File: config.mk
export PLATFORM = sky130hd
export DESIGN_NAME = rbpb_dist
export DESIGN_NICKNAME = d
export VERILOG_FILES = /design/src/rtl/core/rbpb_pkg.sv /design/src/rtl/core/rbpb_dist.sv
export SDC_FILE = /design/constraint.sdc
export NUM_CORES = 2
export LEC_CHECK = 0
export BUFFER_PORTS_ARGS = -buffer_cell sky130_fd_sc_hd__buf_2
export CAP_MARGIN = 20
export CORE_ASPECT_RATIO = 0.7
export CORE_MARGIN = 1
export CORE_UTILIZATION = 50
export DETAILED_ROUTE_END_ITERATION = 10
export PLACE_DENSITY_LB_ADDON = 0.2
export SYNTH_ARGS = -nofsm -noshare
export SYNTH_HDL_FRONTEND = slang
export SYNTH_SLANG_ARGS = --single-unit
File: constraint.sdc
create_clock -name i_clk -period 11.73 [get_ports i_clk]
set_clock_uncertainty 0.1 [all_clocks]
set_input_delay 0.5865 -clock i_clk [delete_from_list [all_inputs] [get_ports i_clk]]
set_output_delay 0.5865 -clock i_clk [all_outputs]
set_load 0.01 [all_outputs]
File: src/rtl/core/rbpb_pkg.sv
// Shared types, widths and constants for the radial brush pixel blend.
// Used by every module under rtl/core; depends on nothing.
package rbpb_pkg;

    // Coordinate format: pixel coordinates are integers, the centre is QC.F.
    localparam int COORD_BITS = 12;
    localparam int FRAC_BITS  = 8;

    // Distance datapath widths.
    localparam int CW    = COORD_BITS + FRAC_BITS;   // dx, dy in Q.F
    localparam int SQ_W  = 2 * CW + 1;               // dx*dx + dy*dy
    localparam int RT_W  = CW + 1;                   // square root bits
    localparam int V_W   = 2 * RT_W;                 // radicand padded to whole pairs
    localparam int REM_W = RT_W + 2;                 // root remainder

    // Falloff divider widths.
    localparam int DIAM_W = 11;
    localparam int RAD_W  = DIAM_W + FRAC_BITS - 1;  // radius in Q.F
    localparam int DREM_W = RAD_W + 1;
    localparam int FALL_W = 17;                      // Q1.16 up to one
    localparam int DIV_ST = FALL_W - 1;              // quotient bits after the first

    // Blend widths and constants.
    localparam int STR_W = 17;
    localparam int CH_W  = 16;
    localparam int CFG_W = 20;
    localparam int IDX_W = 3;
    localparam int FMT_W = 2;

    localparam logic [STR_W-1:0] ONE_Q16   = 17'h1_0000;
    localparam logic [16:0]      RECIP_257 = 17'd65281;   // ceil(2^24 / 257)
    localparam logic [CH_W-1:0]  ALPHA_8   = 16'h00FF;
    localparam logic [CH_W-1:0]  ALPHA_16  = 16'hFFFF;

    localparam logic [FMT_W-1:0] FMT_8BIT  = 2'd0;
    localparam logic [FMT_W-1:0] FMT_16BIT = 2'd1;

    // Configuration register indexes.
    typedef enum logic [IDX_W-1:0] {
        REG_CENTER_X    = 3'd0,
        REG_CENTER_Y    = 3'd1,
        REG_DIAMETER    = 3'd2,
        REG_STRENGTH    = 3'd3,
        REG_COLOR_RED   = 3'd4,
        REG_COLOR_GREEN = 3'd5,
        REG_COLOR_BLUE  = 3'd6,
        REG_FORMAT      = 3'd7
    } t_reg_idx;

    // Brush settings as held by the configuration registers.
    typedef struct packed {
        logic [CW-1:0]              cx;
        logic [CW-1:0]              cy;
        logic [DIAM_W-1:0]          diam;
        logic [STR_W-1:0]           strength;
        logic [2:0][CH_W-1:0]       col;
        logic [FMT_W-1:0]           fmt;
    } t_brush;

    // Pixel payload that rides alongside the arithmetic.
    typedef struct packed {
        logic [COORD_BITS-1:0]      x;
        logic [COORD_BITS-1:0]      y;
        logic [2:0][CH_W-1:0]       old;
    } t_side;

endpackage

File: src/rtl/core/rbpb_dist.sv
// Squared distance from a pixel to the brush centre, three register stages.
// Depends on rbpb_pkg.
module rbpb_dist import rbpb_pkg::*; (
    input  logic            i_clk,
    input  logic            i_rst_n,
    input  logic            i_en,
    input  logic            i_vld,
    input  t_side           i_side,
    input  logic [CW-1:0]   i_cx,
    input  logic [CW-1:0]   i_cy,
    output logic            o_vld,
    output t_side           o_side,
    output logic [SQ_W-1:0] o_sq
);

    logic [2:0]        r_vld;
    t_side             r_side [3];
    logic [CW-1:0]     r_dx, r_dy;
    logic [2*CW-1:0]   r_sqx, r_sqy;
    logic [SQ_W-1:0]   r_sq;

    logic [CW-1:0]     n_xq, n_yq, n_dx, n_dy;

    // Absolute offsets in Q.F.
    always_comb begin
        n_xq = {i_side.x, {FRAC_BITS{1'b0}}};
        n_yq = {i_side.y, {FRAC_BITS{1'b0}}};
        n_dx = (n_xq >= i_cx) ? (n_xq - i_cx) : (i_cx - n_xq);
        n_dy = (n_yq >= i_cy) ? (n_yq - i_cy) : (i_cy - n_yq);
    end

    // Valid bits.
    always_ff @(posedge i_clk) begin
        if (!i_rst_n) begin
            r_vld <= '0;
        end else if (i_en) begin
            r_vld <= {r_vld[1:0], i_vld};
        end
    end

    // Offsets, squares, then their sum.
    always_ff @(posedge i_clk) begin
        if (i_en) begin
            r_side[0] <= i_side;
            r_side[1] <= r_side[0];
            r_side[2] <= r_side[1];
            r_dx      <= n_dx;
            r_dy      <= n_dy;
            r_sqx     <= r_dx * r_dx;
            r_sqy     <= r_dy * r_dy;
            r_sq      <= {1'b0, r_sqx} + {1'b0, r_sqy};
        end
    end

    assign o_vld  = r_vld[2];
    assign o_side = r_side[2];
    assign o_sq   = r_sq;

endmodule

==> run metrics <==
Total Wirelength roughly 77000 um; DIE AREA roughly 79000 sq um; Period minus WS final 7.96 ns; crit path max-delay cell type edfxtp_1; core area 77000 sq um; cts repair resizes 0; Fmax 126 MHz; drt drc 0; class of the worst hold path primary input to flip-flop; top cells by count, synth 765 x inv_1, 558 x fa_1, 389 x ha_1, 375 x edfxtp_1, 305 x nand2_1; Fill cells 6788; Routed Antenna Nets 0; syn_nets about 4600; clock buffer depth 3; Yosys reg bits 378; vias in the first global route between 20000 and 25000; Req. time, crit path 11.97 ns; Synth Area in Adders between 40% and 50%; hold_buf cts 0; Layout area overhead 7.81%; antenna violations before repair 2; CTS Sinks 378; Least-Margin Pin Slew between 1 and 1.5 ns; cells after synthesis 3579; Most common cell on crit path fa_1; Final Hold Viols 0; Synth cell types 74; sequential area share after synthesis 29.0%; top-count cell post-synth inv_1; setup_tns 0 ns; layout cells sized above 1 a little under a tenth; Total GRT Usage around 20%; clk_lat worst skew roughly 0.59 ns; XOR/XNOR Fraction of Synth Area roughly 3.8%; std cell rows 85; PnR worst setup slack 3.77 ns; critical path startpoint category flip-flop; Final Max Tran Viols 0; worst path cell trace nand2_1 -> fa_1 -> inv_1 -> fa_1 -> fa_1 -> fa_1 -> inv_1 -> fa_1 -> inv_1 -> fa_1 -> fa_1 -> ha_1 -> nand2_1 -> a2bb2oi_1 -> o31a_1 -> o31ai_1 -> o311ai_1 -> nand4_1 -> nor4b_1 -> o211a_1 -> a2111o_1; final setup violation count 0; clk root buf clkbuf_16; main combinational cell family by area after synthesis adder cells; number of max-cap violations 0; max incr delay on CP approximately 1.0 ns; drt wl/cell 16.2 um; leading area contributor after synthesis edfxtp_1; Initial Util 50.6%; unrepaired setup endpoints after global routing no; asr flop ratio synth 0%; number of flops mapped to enable cells by yosys ~380; n_diodes 0; # H-tree levels 2; Die Wd between 300 and 400 um; Die Ht between 200 and 250 um; Post-Synth Simple-Gate Area ~8.6%; Port Buffer Count 229; crit share post-route 67.9%; Vias per Instance 5.08; Worst setup EP type flip-flop; Mapped Area 39000 sq um; buffers inserted by post-CTS timing repair 0; post-synth top area share 28.9%; grt total ovfl 0; Crit Path Class flip-flop to flip-flop; status finished clean; I/O pins 230; largest net degree at the start of global routing 150; Post-DP HPWL around 61000 um; largest cells by area after synthesis edfxtp_1 29%, fa_1 29%, ha_1 12%; RePlAce Congestion 0.889; relative max-transition margin 30.9%; main flop type after synthesis edfxtp_1; Crit Path Max Fanout 22; DR vias 24200; Iteration-0 DRC Markers 1601; clk slew on worst S/H paths 0.07 ns; Place WS 3.84 ns; Mean Syn Cell Area roughly 11 sq um; Compound-Gate Fraction of Synth Area around 7%; nets@finish 4750; Num CTS Buffers 39; CTS tree done; CP Data Arrival Time 8.20 ns; mux contribution to synthesized area 0.552%; 1st-pass router iterations 5; first-pass GRT wire length 128000 um; Yosys Warn Count 0
[logic make-up after synthesis]
| family | Yosys count |
|---|---|
| fa+ha+maj | 949 |
| xor+xnor | 170 |
| buf+inv | 950 |
| mux | 21 |
| simple gates | 700 |
| flops | 378 |
| compound gates | 411 |
[metal layers]
metal	track usage [%]	up-vias	routed length (um)	share of wire [%]
met5	0	-	0	0
met4	3.75	0	1180	1.5
met3	3.70	67	4990	6.5
met2	29.0	559	32400	42
met1	32.5	12000	38300	50
li1	-	11600	-	-
[sequential cells by signal (all words and copies together), names as in the netlist]
name / count
r_side: 216
o_sq: 41
r_sqx: 39
r_vld: 3
r_sqy: 39
r_dy: 20
r_dx: 20
[metrics by stage]
step	utilization, %	hold WS (ns)	instances	instance area (sq um)
final	54.6	0.0750	4761	42000
after global routing	54.6	0.0386	4761	42000
after CTS	54.6	0.0309	4761	42000
after detailed placement	52.8	0.305	4690	40700
after global placement	52.8	0.300	4690	40700
after floorplan	-	0.300	3579	39000
[placed cells by master (no fill, tap or decap), types with 95 or more instances in the layout]
master | Yosys | final
a21oi_1 | 130 | 130
xnor2_1 | 105 | 105
nand2_1 | 305 | 305
inv_1 | 765 | 765
buf_2 | 4 | 228
nor2_1 | 95 | 95
and2_1 | 142 | 142
fa_1 | 558 | 558
ha_1 | 389 | 389
edfxtp_1 | 375 | 375
[cell type report]
cell class | instances | area [sq um] | share of cell area [%]
clock buffers | 48 | 1050 | 2.50
inverters | 765 | 2870 | 6.83
well taps | 1044 | 1310 | 3.11
flip-flops and latches | 378 | 11300 | 26.9
multi-input cells | 2251 | 23800 | 56.7
repair buffers | 252 | 1350 | 3.22
clock inverters | 23 | 308 | 0.732
[critical path, delay by kind of cell, from the launching register on]
| family | cells | cell delay, ns |
|---|---|---|
| DFF | 1 | 1.04 |
| adders and majority gates | 8 | 3.88 |
| buffers and inverters | 3 | 0.17 |
| and+or+nand+nor | 4 | 0.91 |
| AOI/OAI and AO/OA | 6 | 1.59 |
[worst paths after layout]
kind                                     from  cells past startpoint  slack, ns              to
worst min-delay path               i_side[21]                      1       0.07   r_side[0][21]
worst max register to register        r_dy[8]                     21       3.77       r_sqy[36]
worst max-delay path                  r_dy[8]                     21       3.77       r_sqy[36]
worst min register to register  r_side[0][39]                      0       0.30  r_side[0][111]
Power is not shown: default switching activity piles up to over one toggle a cycle in this logic, so the estimate is an artifact.
