--- config.mk ---
export PLATFORM = sky130hd
export DESIGN_NAME = rbpb_sqrt
export DESIGN_NICKNAME = d
export VERILOG_FILES = /design/src/rtl/core/rbpb_pkg.sv /design/src/rtl/core/rbpb_sqrt.sv
export SDC_FILE = /design/constraint.sdc
export NUM_CORES = 2
export LEC_CHECK = 0
export BUFFER_PORTS_ARGS = -buffer_cell sky130_fd_sc_hd__buf_2
export CAP_MARGIN = 20
export CORE_AREA = 2 2 522 524
export DETAILED_ROUTE_END_ITERATION = 6
export DIE_AREA = 0 0 524 526
export GPL_TIMING_DRIVEN = 0
export SYNTH_ARGS = -nofsm -noshare
export SYNTH_HDL_FRONTEND = slang
export SYNTH_SLANG_ARGS = --single-unit
--- constraint.sdc ---
create_clock -name i_clk -period 3.1 [get_ports i_clk]
set_clock_uncertainty 0.15 [all_clocks]
set_input_delay 0.155 -clock i_clk [delete_from_list [all_inputs] [get_ports i_clk]]
set_output_delay 0.155 -clock i_clk [all_outputs]
set_load 0.03 [all_outputs]
--- src/rtl/core/rbpb_pkg.sv ---
// Shared types, widths and constants for the radial brush pixel blend.
// Used by every module under rtl/core; depends on nothing.
package rbpb_pkg;

    // Coordinate format: pixel coordinates are integers, the centre is QC.F.
    localparam int COORD_BITS = 12;
    localparam int FRAC_BITS  = 8;

    // Distance datapath widths.
    localparam int CW    = COORD_BITS + FRAC_BITS;   // dx, dy in Q.F
    localparam int SQ_W  = 2 * CW + 1;               // dx*dx + dy*dy
    localparam int RT_W  = CW + 1;                   // square root bits
    localparam int V_W   = 2 * RT_W;                 // radicand padded to whole pairs
    localparam int REM_W = RT_W + 2;                 // root remainder

    // Falloff divider widths.
    localparam int DIAM_W = 11;
    localparam int RAD_W  = DIAM_W + FRAC_BITS - 1;  // radius in Q.F
    localparam int DREM_W = RAD_W + 1;
    localparam int FALL_W = 17;                      // Q1.16 up to one
    localparam int DIV_ST = FALL_W - 1;              // quotient bits after the first

    // Blend widths and constants.
    localparam int STR_W = 17;
    localparam int CH_W  = 16;
    localparam int CFG_W = 20;
    localparam int IDX_W = 3;
    localparam int FMT_W = 2;

    localparam logic [STR_W-1:0] ONE_Q16   = 17'h1_0000;
    localparam logic [16:0]      RECIP_257 = 17'd65281;   // ceil(2^24 / 257)
    localparam logic [CH_W-1:0]  ALPHA_8   = 16'h00FF;
    localparam logic [CH_W-1:0]  ALPHA_16  = 16'hFFFF;

    localparam logic [FMT_W-1:0] FMT_8BIT  = 2'd0;
    localparam logic [FMT_W-1:0] FMT_16BIT = 2'd1;

    // Configuration register indexes.
    typedef enum logic [IDX_W-1:0] {
        REG_CENTER_X    = 3'd0,
        REG_CENTER_Y    = 3'd1,
        REG_DIAMETER    = 3'd2,
        REG_STRENGTH    = 3'd3,
        REG_COLOR_RED   = 3'd4,
        REG_COLOR_GREEN = 3'd5,
        REG_COLOR_BLUE  = 3'd6,
        REG_FORMAT      = 3'd7
    } t_reg_idx;

    // Brush settings as held by the configuration registers.
    typedef struct packed {
        logic [CW-1:0]              cx;
        logic [CW-1:0]              cy;
        logic [DIAM_W-1:0]          diam;
        logic [STR_W-1:0]           strength;
        logic [2:0][CH_W-1:0]       col;
        logic [FMT_W-1:0]           fmt;
    } t_brush;

    // Pixel payload that rides alongside the arithmetic.
    typedef struct packed {
        logic [COORD_BITS-1:0]      x;
        logic [COORD_BITS-1:0]      y;
        logic [2:0][CH_W-1:0]       old;
    } t_side;

endpackage

--- src/rtl/core/rbpb_sqrt.sv ---
// Pipelined integer square root, one result bit per register stage.
// Depends on rbpb_pkg.
module rbpb_sqrt import rbpb_pkg::*; (
    input  logic            i_clk,
    input  logic            i_rst_n,
    input  logic            i_en,
    input  logic            i_vld,
    input  t_side           i_side,
    input  logic [SQ_W-1:0] i_sq,
    output logic            o_vld,
    output t_side           o_side,
    output logic [RT_W-1:0] o_root
);

    logic [RT_W-1:0]  r_vld;
    t_side            r_side [RT_W];
    logic [REM_W-1:0] r_rem  [RT_W];
    logic [RT_W-1:0]  r_root [RT_W];
    logic [V_W-1:0]   r_v    [RT_W];

    logic [REM_W-1:0] n_rem  [RT_W];
    logic [RT_W-1:0]  n_root [RT_W];
    logic [V_W-1:0]   n_v    [RT_W];

    // One restoring step per stage: bring down two radicand bits, try root*4+1.
    always_comb begin
        logic [REM_W-1:0] pr_rem;
        logic [RT_W-1:0]  pr_root;
        logic [V_W-1:0]   pr_v;
        logic [REM_W-1:0] sh_rem;
        logic [REM_W-1:0] trial;
        logic             ge;
        for (int i = 0; i < RT_W; i++) begin
            if (i == 0) begin
                pr_rem  = '0;
                pr_root = '0;
                pr_v    = {{(V_W-SQ_W){1'b0}}, i_sq};
            end else begin
                pr_rem  = r_rem[i-1];
                pr_root = r_root[i-1];
                pr_v    = r_v[i-1];
            end
            sh_rem    = {pr_rem[REM_W-3:0], pr_v[V_W-1:V_W-2]};
            trial     = {pr_root, 2'b01};
            ge        = (sh_rem >= trial);
            n_rem[i]  = ge ? (sh_rem - trial) : sh_rem;
            n_root[i] = {pr_root[RT_W-2:0], ge};
            n_v[i]    = {pr_v[V_W-3:0], 2'b00};
        end
    end

    // Valid bits.
    always_ff @(posedge i_clk) begin
        if (!i_rst_n) begin
            r_vld <= '0;
        end else if (i_en) begin
            r_vld <= {r_vld[RT_W-2:0], i_vld};
        end
    end

    // Stage registers.
    always_ff @(posedge i_clk) begin
        if (i_en) begin
            for (int i = 0; i < RT_W; i++) begin
                r_side[i] <= (i == 0) ? i_side : r_side[(i == 0) ? 0 : i-1];
                r_rem[i]  <= n_rem[i];
                r_root[i] <= n_root[i];
                r_v[i]    <= n_v[i];
            end
        end
    end

    assign o_vld  = r_vld[RT_W-1];
    assign o_side = r_side[RT_W-1];
    assign o_root = r_root[RT_W-1];

endmodule

==> summary.txt <==
Timing
  • Tcrit/Tclk final: 100%
  • Slew Viols, Final: 0
  • WHS: -0.372 ns
  • Setup-failing EPs final: 3
  • Setup TNS: -0.0210 ns
  • Worst Setup Slack, final: -0.0153 ns
  • F_max: ~0.32 GHz
  • Relative slew margins: 28.9%
  • Fin crit period: between 3 and 4 ns
  • Final Hold Viols: 123
  • RSZ-0062 raised after global routing: true
  • Worst slew pin tran: between 1 and 1.5 ns

Worst setup path
  • Reg-to-reg endpoint: r_rem[4][86]
  • Critical Path Sink Type: flop
  • Most frequent CP cell: buf_12
  • Crit path max-delay cell type: edfxtp_1
  • Worst-path cell chain: ha_4 > o21a_1 > o21ai_2 > a21oi_2 > o211ai_1 > a31o_2 > o31a_1 > o21ai_4 > buf_12 > buf_12 > mux2_4
  • Max incr delay on CP: approximately 0.43 ns
  • Worst setup SP type: flop
  • CP arrival: between 3 and 4 ns
  • Setup CP Type: reg2reg
  • Buf/Inv on CP: 2
  • CP delay by family, top: compound AO/OA/AOI/OAI gates
  • CP max FO: 8
  • R2R cell count: 11
  • Worst r2r src: r_rem[4][46]
  • Flop2flop setup slack: -0.02 ns
  • Worst EP required: about 3.5 ns

Global routing
  • Vias in the first global route: between 40000 and 50000
  • GRT overflow: 0
  • First-pass GRT wire length: about 230000 um
  • Initial antenna violation count: 5
  • Largest net degree at the start of global routing: roughly 180
  • Tot GR Track Use: under 10%

Cells and area
  • Final Util: 41.9%
  • Final nets: ~6400
  • Share of layout cells above drive strength 1: roughly 14%
  • Most common cell after layout, fill and taps aside: edfxtp_1
  • Fillers: about 24000
  • Most frequent cells in the layout: edfxtp_1 (2553), inv_1 (330), clkbuf_16 (288)
  • Area grow syn2layout: 20.0%

Synthesis
  • Synth unique cells: 83
  • Syn_area_per_cell: around 18 um^2
  • Syn Std Cell Area: 0.0942 mm^2
  • Simple-gate portion of the synthesized area: roughly 4.8%
  • Post-synth ARST share: 0%
  • Cells after Synth: approximately 5200
  • Compound-Gate Fraction of Synth Area: 4.70%
  • Top FF cell, synth: edfxtp_1
  • Synth Warn #: 0
  • Sequential area share after synthesis: between 80% and 90%
  • Post-synth EDFFs: about 2600
  • Syn nets: 5578
  • Post-Synth XOR/XNOR Area: about 2.8%
  • Adder-Cell Fraction of Synth Area: 3.35%
  • Mux cell area share after synthesis: less than 1%
  • Largest family of logic cells by synthesized area: simple AND/OR/NAND/NOR gates
  • Yosys reg bits: 2574

Power
  • Post-route total power: 84.0 mW
  • Max VDD drop: approximately 0.51 mV
  • Leak pwr: about 41 nW
  • Cell Pwr Density: between 700 and 800 mW/mm^2

Worst hold path
  • Worst min path class: in2reg
  • Hold wc startpoint: i_en
  • Hold Crit Depth: 1
  • Hold Path End: r_side[0][7]

Routing
  • WL/cell: ~14 um
  • Vias per cell: about 4.5
  • Residual DRC: 0
  • Vias after detailed routing: 44000
  • Drt total wl: roughly 140000 um
  • Antenna viol nets, final: 0
  • DR pass1 iterations: 5
  • Starting DRT DRC Count: 2966

Floorplan
  • # rows: between 150 and 200
  • Die Width: roughly 520 um
  • I/O pin count: ~210
  • Die height: between 500 and 600 um
  • Die area: between 0.2 and 0.3 mm^2
  • Initial Util: between 30% and 40%
  • Core Box Area: around 0.27 mm^2

Placed design
  • GPL Wtd Cong: slightly below 0.9
  • Hpwl dp: about 85000 um
  • Port Buffers: between 200 and 250

Outcome
  • Failing checks: hold timing, setup timing
  • Status: finished with violations

CTS
  • CTS H-tree depth: 5
  • CTS tree: built
  • Hold bufs inserted after CTS: ~240
  • Clock Pin Slew Worst Setup and Hold Paths: approximately 0.06 ns
  • Clk root buf: clkbuf_16
  • Num CTS Buffers: around 290
  • Clock Latency Late Sink: 0.87 ns
  • Clk sink count: ~2600
  • Clock buffer depth: 4

Job
  • Max-cap check violation count: 0
## through the flow
step	setup slack [ns]	area, um^2	cells
6_report	-0.0153	113000	9782
5_1_grt	-0.124	113000	9782
4_1_cts	-0.0123	112000	9759
3_5_place_dp	-1.55	100000	9005
3_3_place_gp	-38.79	99700	8989
2_1_floorplan	0.0827	94200	5209
## where the power goes
part	internal [mW]	switching, mW	leakage, nW
logic	3.79	4.65	11.2
registers	41.8	1.18	24.9
clock network	19.2	13.4	4.45
total	64.7	19.2	40.6
## worst max-delay path by stage
| stage | start | depth (start not counted) | slack (ns) | end |
|---|---|---|---|---|
| after global placement | i_en | 1 | -38.79 | r_side[19][53] |
| after floorplan | r_rem[4][46] | 10 | 0.08 | r_rem[4][83] |
| after global routing | r_root[1][130] | 9 | -0.12 | r_rem[3][88] |
| after detailed placement | i_en | 6 | -1.55 | r_side[16][21] |
| after CTS | r_rem[0][50] | 8 | -0.01 | r_rem[0][78] |
| final | r_rem[4][46] | 11 | -0.02 | r_rem[4][86] |
## sequential cells by signal (all words and copies together), names as in the netlist
signal and flops:
r_side 1512, r_root 231, r_v 420, r_rem 390
r_vld 21
## cell usage after synthesis (38+ instances only)
library cell | instances | area [um^2]
a21o_1 | 71 | 533
a21oi_1 | 236 | 1180
clkbuf_1 | 45 | 169
edfxtp_1 | 2553 | 76700
ha_1 | 252 | 3150
inv_1 | 332 | 1250
mux2_2 | 57 | 642
nand2_1 | 206 | 773
nand3_1 | 75 | 375
nand4_1 | 38 | 238
nor2_1 | 224 | 841
nor2b_1 | 58 | 363
nor3_1 | 90 | 450
nor4_1 | 44 | 275
o21a_1 | 62 | 465
o21ai_0 | 152 | 761
xnor2_1 | 179 | 1570
xor2_1 | 119 | 1040
## repair_timing
action / in CTS / in global routing
setup endpoints to repair: 445 / 393
hold endpoints to repair: 415 / 112
pin swaps: 18 / 31
resized for setup: 112 / 128
buffers inserted: 17 / 16
gates cloned: 4 / 1
## metal layers
| layer | vias up | track usage [%] | share of wire [%] | wire length, um |
|---|---|---|---|---|
| met5 | - | 0 | 0 | 0 |
| met4 | 0 | 4.88 | 4.3 | 6080 |
| met3 | 388 | 2.37 | 4.4 | 6260 |
| met2 | 846 | 17.4 | 51 | 71600 |
| met1 | 21300 | 11.4 | 41 | 57700 |
| li1 | 21500 | - | - | - |
## worst register-to-register path, cell delays in order (launching register included)
cell and delay (ns):
edfxtp_1 0.43, ha_4 0.31, o21a_1 0.15, o21ai_2 0.07, a21oi_2 0.18, o211ai_1 0.13, a31o_2 0.31, o31a_1 0.35
o21ai_4 0.18, buf_12 0.14, buf_12 0.15, mux2_4 0.32
## final cells by class
class	count	area [um^2]	share of cell area (%)
diodes	6	15.0	0.0133
well taps	3570	4470	3.96
clock inverters	164	1760	1.55
inverters	332	1250	1.10
flip-flops and latches	2574	77100	68.3
clock buffers	345	7420	6.57
repair buffers	499	4290	3.80
multi-input cells	2239	16300	14.5
plain buffers	53	335	0.297
## cells by family (layout without fill, tap and decap cells)
| kind of cell | after synthesis | after routing |
|---|---|---|
| fa+ha+maj | 252 | 252 |
| flops | 2574 | 2574 |
| mux | 80 | 80 |
| compound gates | 708 | 708 |
| simple gates | 900 | 900 |
| xor+xnor | 298 | 298 |
| other cells | 1 | 7 |
| buf+inv | 396 | 1393 |
Note: power is estimated with default switching activity, not from simulation.
