===== config.mk =====
export PLATFORM = sky130hd
export DESIGN_NAME = rbpb_div
export DESIGN_NICKNAME = d
export VERILOG_FILES = /design/src/rtl/core/rbpb_pkg.sv /design/src/rtl/core/rbpb_div.sv
export SDC_FILE = /design/constraint.sdc
export NUM_CORES = 1
export LEC_CHECK = 0
export BUFFER_PORTS_ARGS = -buffer_cell sky130_fd_sc_hd__clkbuf_2
export CORE_UTILIZATION = 55
export CTS_CLUSTER_DIAMETER = 50
export DETAILED_ROUTE_END_ITERATION = 8
export GPL_TIMING_DRIVEN = 0
export PLACE_DENSITY = 0.74
export SYNTH_ARGS = -nofsm -noshare
export SYNTH_HDL_FRONTEND = slang
export SYNTH_SLANG_ARGS = --single-unit

===== constraint.sdc =====
create_clock -name i_clk -period 8.4 [get_ports i_clk]
set_input_delay 2.52 -clock i_clk [delete_from_list [all_inputs] [get_ports i_clk]]
set_output_delay 2.52 -clock i_clk [all_outputs]
set_load 0.01 [all_outputs]

===== src/rtl/core/rbpb_pkg.sv =====
// Shared types, widths and constants for the radial brush pixel blend.
// Used by every module under rtl/core; depends on nothing.
package rbpb_pkg;

    // Coordinate format: pixel coordinates are integers, the centre is QC.F.
    localparam int COORD_BITS = 12;
    localparam int FRAC_BITS  = 8;

    // Distance datapath widths.
    localparam int CW    = COORD_BITS + FRAC_BITS;   // dx, dy in Q.F
    localparam int SQ_W  = 2 * CW + 1;               // dx*dx + dy*dy
    localparam int RT_W  = CW + 1;                   // square root bits
    localparam int V_W   = 2 * RT_W;                 // radicand padded to whole pairs
    localparam int REM_W = RT_W + 2;                 // root remainder

    // Falloff divider widths.
    localparam int DIAM_W = 11;
    localparam int RAD_W  = DIAM_W + FRAC_BITS - 1;  // radius in Q.F
    localparam int DREM_W = RAD_W + 1;
    localparam int FALL_W = 17;                      // Q1.16 up to one
    localparam int DIV_ST = FALL_W - 1;              // quotient bits after the first

    // Blend widths and constants.
    localparam int STR_W = 17;
    localparam int CH_W  = 16;
    localparam int CFG_W = 20;
    localparam int IDX_W = 3;
    localparam int FMT_W = 2;

    localparam logic [STR_W-1:0] ONE_Q16   = 17'h1_0000;
    localparam logic [16:0]      RECIP_257 = 17'd65281;   // ceil(2^24 / 257)
    localparam logic [CH_W-1:0]  ALPHA_8   = 16'h00FF;
    localparam logic [CH_W-1:0]  ALPHA_16  = 16'hFFFF;

    localparam logic [FMT_W-1:0] FMT_8BIT  = 2'd0;
    localparam logic [FMT_W-1:0] FMT_16BIT = 2'd1;

    // Configuration register indexes.
    typedef enum logic [IDX_W-1:0] {
        REG_CENTER_X    = 3'd0,
        REG_CENTER_Y    = 3'd1,
        REG_DIAMETER    = 3'd2,
        REG_STRENGTH    = 3'd3,
        REG_COLOR_RED   = 3'd4,
        REG_COLOR_GREEN = 3'd5,
        REG_COLOR_BLUE  = 3'd6,
        REG_FORMAT      = 3'd7
    } t_reg_idx;

    // Brush settings as held by the configuration registers.
    typedef struct packed {
        logic [CW-1:0]              cx;
        logic [CW-1:0]              cy;
        logic [DIAM_W-1:0]          diam;
        logic [STR_W-1:0]           strength;
        logic [2:0][CH_W-1:0]       col;
        logic [FMT_W-1:0]           fmt;
    } t_brush;

    // Pixel payload that rides alongside the arithmetic.
    typedef struct packed {
        logic [COORD_BITS-1:0]      x;
        logic [COORD_BITS-1:0]      y;
        logic [2:0][CH_W-1:0]       old;
    } t_side;

endpackage


===== src/rtl/core/rbpb_div.sv =====
// Linear falloff (radius - dist) * 65536 / radius by a pipelined restoring
// divider, one quotient bit per stage. Depends on rbpb_pkg.
module rbpb_div import rbpb_pkg::*; (
    input  logic              i_clk,
    input  logic              i_rst_n,
    input  logic              i_en,
    input  logic              i_vld,
    input  t_side             i_side,
    input  logic [RT_W-1:0]   i_dist,
    input  logic [DIAM_W-1:0] i_diam,
    output logic              o_vld,
    output t_side             o_side,
    output logic [FALL_W-1:0] o_fall
);

    localparam int ST = DIV_ST + 1;

    logic [ST-1:0]     r_vld;
    t_side             r_side [ST];
    logic [DREM_W-1:0] r_rem  [ST];
    logic [FALL_W-1:0] r_q    [ST];
    logic [ST-1:0]     r_zero;

    logic [DREM_W-1:0] n_rem  [ST];
    logic [FALL_W-1:0] n_q    [ST];
    logic              n_zero;
    logic [RAD_W-1:0]  radius;

    assign radius = {i_diam, {(FRAC_BITS-1){1'b0}}};

    // Stage 0 sets up the remainder; the rest each produce one quotient bit.
    always_comb begin
        logic [DREM_W-1:0] sh;
        logic              ge;
        n_zero   = (radius == '0) || (i_dist >= {{(RT_W-RAD_W){1'b0}}, radius});
        // Integer part of the quotient is one only when the pixel sits on the centre.
        n_q[0]   = {{(FALL_W-1){1'b0}}, (!n_zero && (i_dist == '0))};
        n_rem[0] = (n_zero || (i_dist == '0)) ? '0
                 : {1'b0, radius - i_dist[RAD_W-1:0]};
        for (int i = 1; i < ST; i++) begin
            sh       = {r_rem[i-1][DREM_W-2:0], 1'b0};
            ge       = (sh >= {1'b0, radius});
            n_rem[i] = ge ? (sh - {1'b0, radius}) : sh;
            n_q[i]   = {r_q[i-1][FALL_W-2:0], ge};
        end
    end

    // Valid bits.
    always_ff @(posedge i_clk) begin
        if (!i_rst_n) begin
            r_vld <= '0;
        end else if (i_en) begin
            r_vld <= {r_vld[ST-2:0], i_vld};
        end
    end

    // Stage registers.
    always_ff @(posedge i_clk) begin
        if (i_en) begin
            r_zero <= {r_zero[ST-2:0], n_zero};
            for (int i = 0; i < ST; i++) begin
                r_side[i] <= (i == 0) ? i_side : r_side[(i == 0) ? 0 : i-1];
                r_rem[i]  <= n_rem[i];
                r_q[i]    <= n_q[i];
            end
        end
    end

    assign o_vld  = r_vld[ST-1];
    assign o_side = r_side[ST-1];
    assign o_fall = r_zero[ST-1] ? '0 : r_q[ST-1];

endmodule


==> metrics.cfg, run 1 <==
[sta]
slew_viol_final = 18
slew_headroom_pct = -0.297
holdWs_ps = 391
timing.final.ws_setup_ps = 2080
skew_ps = 49.3
setup_tns_ps = 0
hold_viol_final = 0
rsz0062_at_grt = false
setup_violations = 0
period_minus_slack_ps = 6320
period_share_pct = 75.3
max_freq_ghz = 0.158
tightest_slew_ps = 1500

[critical_path]
path_class = in2reg
crit_slowest_cell = inv_1
crit_path_start_kind = input port
crit_fanout = 17
critical_path_depth = 11
endpoint_kind = register
endpoint = r_rem[0][168]
r2r_slack_ps = 5040
cp_top_family = buffers and inverters
arrival_ps = 6790
r2r-end = r_rem[0][50]
reg2reg_depth = 11
cp_cell_sequence = clkbuf_2, clkbuf_1, inv_1, fa_1, o21ai_0, a21boi_0, o21ai_0, o211ai_1, a41o_1, clkbuf_1, mux2_2
critPathRequiredTime_ps = 8870
cp-startpoint = i_diam[0]
r2r-start = r_rem[0][25]
slowest_delay_ps = 710
cp_num_buf_inv = 4

[route]
via_count = 26700
drt_iter0_markers = 2071
drc = 0
wl_mm = 87.8
antenna_left = 0
firstDrtPassIters = 6
vias_per_cell = 5.27
wl_per_cell_um = 17.3

[power]
power_mw = 21.3
power.density_mw_per_mm2 = 312
ir_drop_mv = 0.165
p_leak_nw = 24.7

[place]
dp_hpwl_mm = 52.3
pre_cts_ws_ps = 1290
dpl-instance-area_mm2 = 0.0630
port_buffers = 197
finalWeightedCongestion = 0.833

[outcome]
failed_checks = max-capacitance violations, max-slew violations
status = finished with violations

[logic_synthesis]
syn_avg_cell_area_um2 = 19.0
synth_cells = 3147
synth_area_leader_cell = edfxtp_1
synth.most_common_cell = edfxtp_1
synth_ff_type = edfxtp_1
seq_area_frac_synth_pct = 80.8
synthTopCellsByArea = edfxtp_1 80%, ha_1 4.1%, mux2_2 2.1%
synth_area_mm2 = 0.0598
async_flop_share_pct = 0
synth_edf_count = 1598
yosys_warnings = 0
syn_nets = 3466
ys_seq_elements = 1615
synthDistinctLibCells = 72
synth_top_area_share_pct = 80.3
netlist_top_cells_count = 1598 x edfxtp_1, 196 x ha_1, 131 x nor2_1, 112 x mux2_2, 107 x a21oi_1

[floorplan]
initial_core_util_pct = 55.7
die_width_um = 332
boundaryPins = 198
die_y_um = 332
rows = 120
dieArea_mm2 = 0.110
coreArea_mm2 = 0.107

[clocking]
clk_latency_ps = 770
cts_sinks = 1615
numCtsBuffers = 169
postCtsResizedCells = 0
clockBufferDepth = 3
cts_tree = built
root_buffer = clkbuf_16
path_clk_slew_ps = 60
postCtsSetupRepairBufs = 0
ctsHoldBuffers = 0
ctsHtreeMaxLevel = 4

[finish]
fin_nets = 3850
area_growth_pct = 14.3
final_cell_area_mm2 = 0.0684
regArea_mm2 = 0.0483
multi_input_area_mm2 = 0.0105
antenna_cells = 0
drive_gt1_share_pct = 18.3
nFillCells = 7273

[global_routing]
grt_usage_pct = 16.0
grt.overflow.total = 0
grt_pass1_wl_mm = 138
antenna_found_initial = 0
first_global_vias = 26200
grt_max_degree = 127

[job]
maxCapViolations = 1

[hold_path]
hp-class = reg2reg

sequential cells by signal, indices dropped and copies added (netlist names):
register / cells
r_q: 153
r_rem: 204
r_side: 1224
r_vld: 17
r_zero: 17
per-stage QoR:
step	std cells	util (%)
final	5075	63.7
after global routing	5075	63.7
after CTS	5075	63.7
after detailed placement	4763	58.7
after global placement	4747	58.2
after floorplan	3147	-
cell type report:
class                           count  area share, %
Timing Repair Buffer              213           2.09
Clock inverter                    107           1.49
Multi-Input combinational cell   1350           15.4
Tap cell                         1403           2.57
Inverter                           82          0.450
Sequential cell                  1615           70.7
Clock buffer                      205           6.38
Buffer                            100          0.965
logic make-up (layout without fill, tap and decap cells):
family / after synthesis / after routing / share of synthesized area, %
flops: 1615 / 1615 / 80.8
simple gates: 452 / 452 / 3.71
compound gates: 414 / 414 / 4.64
fa+ha+maj: 211 / 211 / 4.60
buf+inv: 182 / 707 / 1.62
mux: 151 / 151 / 2.82
xor+xnor: 122 / 122 / 1.79
cell usage in the layout (no fill, tap or decap), types with 22 or more instances in the layout:
master	instances
mux2_2	112
nand3_1	22
buf_4	72
o21a_1	28
o211ai_1	22
mux2i_1	32
clkinv_1	36
nor2_1	131
o21ai_0	86
xor2_1	41
ha_1	196
edfxtp_1	1598
xnor2_1	81
nor2b_1	65
clkinv_2	22
clkbuf_16	169
inv_1	81
clkbuf_1	57
nand2_1	99
a21o_1	35
a21oi_1	107
clkbuf_2	196
nor3_1	41
worst min-delay path by stage:
stage	from	end	slack, ps	cells past startpoint
detailed placement	r_q[0][90]	r_q[0][108]	400	0
global placement	r_side[0][926]	r_side[0][998]	400	0
finish	r_side[0][588]	r_side[0][660]	390	0
global route	r_q[0][138]	r_q[0][156]	390	0
CTS	r_side[0][588]	r_side[0][660]	390	0
floorplan	r_q[0][85]	r_q[0][103]	400	0
metal layers:
layer	vias up	wire [um]	GRT usage, %
met1	13000	40600	22.0
met3	186	4130	3.60
met4	0	2600	6.50
li1	13000	-	-
met2	571	40500	24.9
met5	-	0	0
where the power goes:
part	switching [mW]	internal (mW)	total (mW)	leakage (nW)
combinational	2.10	1.85	3.94	6.34
sequential	0.345	10.0	10.3	15.8
clock	3.01	4.01	7.02	2.60
worst register-to-register path: stages, from the launching register on:
cell	delay (ps)
edfxtp_1	360
inv_1	80
ha_1	180
inv_1	60
fa_1	400
a21oi_1	220
o21ai_0	210
a2bb2oi_1	220
a311oi_1	620
a2bb2oi_1	180
buf_2	260
mux2_2	310
Power figures use the tool's default switching activity.
==> run 2, diff against run 1 <==
--- a/config.mk
+++ b/config.mk
@@ -10,7 +10,7 @@
 export CTS_CLUSTER_DIAMETER = 50
 export DETAILED_ROUTE_END_ITERATION = 8
 export GPL_TIMING_DRIVEN = 0
-export PLACE_DENSITY = 0.74
+export PLACE_DENSITY = 0.77
 export SYNTH_ARGS = -nofsm -noshare
 export SYNTH_HDL_FRONTEND = slang
 export SYNTH_SLANG_ARGS = --single-unit
==> constraint.sdc (replaced) <==
create_clock -name i_clk -period 5.7 [get_ports i_clk]
set_input_delay 1.71 -clock i_clk [delete_from_list [all_inputs] [get_ports i_clk]]
set_output_delay 1.71 -clock i_clk [all_outputs]
set_load 0.01 [all_outputs]
==> metrics.cfg, run 2 (synthesized netlist as in run 1, its figures left out) <==
[route]
wl_per_cell_um = 17.7  ; +2.5%
dr.max_layer_used = met4
wl_met1_mm = 40.8  ; +0.50%
firstDrtPassIters = 6  ; unchanged
wl_mm = 89.9  ; +2.3%
drt_iter0_markers = 1802  ; -13%
vias_per_cell = 5.28  ; +0.29%
met2WireLength_mm = 42.6  ; +5.2%
via_count = 26800  ; +0.15%
drc = 0  ; unchanged
dr_wl_met3_mm = 4.12  ; about the same
antenna_left = 0  ; unchanged

[critical_path]
crit_fanout = 17  ; unchanged
cp_top_family = buffers and inverters
critPathRequiredTime_ps = 6190  ; -2680 ps
arrival_ps = 5880  ; -910 ps
cp_cell_sequence = clkbuf_2, clkbuf_1, inv_1, fa_1, o21ai_0, nand2b_1, a21oi_1, o211ai_1, a311o_1, buf_1, mux2_2
crit_path_start_kind = input port
path_class = in2reg
cp_num_buf_inv = 4  ; unchanged
endpoint_kind = register
slowest_delay_ps = 700  ; about the same
crit_slowest_cell = inv_1

[power]
p_leak_nw = 24.7  ; about the same
swShare_pct = 25.4  ; -0.18 points
power.density_mw_per_mm2 = 461  ; +48%
p_switching_mw = 8.00  ; +47%
power.internal_mw = 23.5  ; +48%
power_mw = 31.5  ; +48%
ir_drop_mv = 0.261  ; +59%
comb_power_share_pct = 18.5  ; about the same
p_seq_share_pct = 48.5  ; about the same
power_frac_clock_pct = 33.1  ; +0.2 points

[clocking]
numCtsBuffers = 165  ; -2.4%
clk_latency_ps = 770  ; about the same
postCtsSetupRepairBufs = 0  ; unchanged
postCtsResizedCells = 0  ; unchanged
clockBufferDepth = 3  ; unchanged
ctsHtreeMaxLevel = 4  ; unchanged
cts_tree = built
root_buffer = clkbuf_16
path_clk_slew_ps = 60  ; about the same
ctsHoldBuffers = 0  ; unchanged
cts_sinks = 1615  ; unchanged

[finish]
fin_nets = 3845  ; -0.13%
largest_register = r_side
regArea_mm2 = 0.0483  ; unchanged
final_cell_mix = 1598 x edfxtp_1, 196 x ha_1, 196 x clkbuf_2, 167 x clkbuf_16, 131 x nor2_1
drive_gt1_share_pct = 18.5  ; +0.18 points
reg_top3 = r_side: 1224 flops, r_rem: 204 flops, r_q: 153 flops
multi_input_area_mm2 = 0.0105  ; unchanged
nFillCells = 7325  ; +0.71%
largest_reg_flops = 1224  ; unchanged
final_common_cell = edfxtp_1
area_growth_pct = 14.2  ; about the same
final_util_pct = 63.6  ; about the same

[place]
port_buffers = 197  ; unchanged
finalWeightedCongestion = 0.860  ; +3.3%
dp_hpwl_mm = 53.0  ; +1.5%

[sta]
rsz0062_at_grt = false
period_minus_slack_ps = 5390
slew_headroom_pct = 9.07  ; +9.4 points
tightest_slew_ps = 1360  ; -139 ps
period_share_pct = 94.5
slew_viol_final = 0  ; -18
setup_tns_ps = 0  ; unchanged
hold_viol_final = 0  ; unchanged
max_freq_ghz = 0.186
setup_violations = 0  ; unchanged
skew_ps = 30.7  ; -18.5 ps

[global_routing]
first_global_vias = 26600  ; +1.4%
grt_pass1_wl_mm = 141  ; +2.6%
grt.overflow.total = 0  ; unchanged
antenna_found_initial = 2  ; +2
grt_usage_pct = 16.5  ; +0.50 points
grt_max_degree = 130  ; +2.4%

[floorplan]
die_width_um = 332  ; unchanged
boundaryPins = 198  ; unchanged
coreArea_mm2 = 0.107  ; unchanged
die_y_um = 332  ; unchanged
dieArea_mm2 = 0.110  ; unchanged
rows = 120  ; unchanged
initial_core_util_pct = 55.7  ; unchanged

[hold_path]
hp-class = reg2reg

[outcome]
status = finished, final reports clean

[job]
maxCapViolations = 0  ; -1

-- run 2: cell types whose count changed in the layout (fill, tap and decap cells not counted), sizes merged --
cell,previous run,this run
inv,94,99
buf,95,94
clkbuf,423,414
clkinvlp,6,5
bufinv,8,13
clkinv,81,73
diode,0,2
-- run 2: worst paths after layout --
path | cells after the start | slack [ps] | startpoint | to
max | 11 | 310 | i_diam[0] | r_rem[0][296]
min | 0 | 400 | r_q[0][156] | r_q[0][174]
max reg2reg | 11 | 2360 | r_rem[0][25] | r_rem[0][52]
min reg2reg | 0 | 400 | r_q[0][156] | r_q[0][174]
-- run 2: metrics by stage --
stage	worst slack [ps]	hold WS, ps	std cells	area [um^2]
5_1_grt	26.8	403	5066	68300
3_3_place_gp	-24440	400	4747	62500
6_report	312	399	5068	68300
2_1_floorplan	1080	400	3147	59800
3_5_place_dp	-499	405	4762	62900
4_1_cts	315	402	5066	68300
-- run 2: worst register-to-register path: cells and delay by family, from the launching register on --
family	cells	cell delay [ps]
buf+inv	3	390
fa+ha+maj	2	560
mux	1	310
flops	1	370
compound gates	5	1460
-- run 2: cell type report --
type	instances	share of cell area (%)
Sequential cell	1615	70.8
Multi-Input combinational cell	1350	15.4
Clock buffer	196	6.28
Tap cell	1403	2.57
Timing Repair Buffer	212	2.05
Clock inverter	108	1.55
Buffer	100	0.965
Inverter	82	0.451
Antenna cell	2	0.00733
-- run 2: per-layer routing --
| metal | up-vias | track usage (%) |
|---|---|---|
| li1 | 13000 | - |
| met2 | 580 | 26.4 |
| met4 | 0 | 6.63 |
| met1 | 13000 | 22.4 |
| met3 | 183 | 3.36 |
| met5 | - | 0 |
-- run 2: power by group through the flow --
stage	combinational, mW	clock, mW	sequential, mW
after floorplan	4.41	0	15.2
after global placement	5.56	0	16.2
after detailed placement	5.74	0	15.5
after CTS	5.79	10.8	15.3
after global routing	6.43	11.2	15.4
final	5.81	10.4	15.3
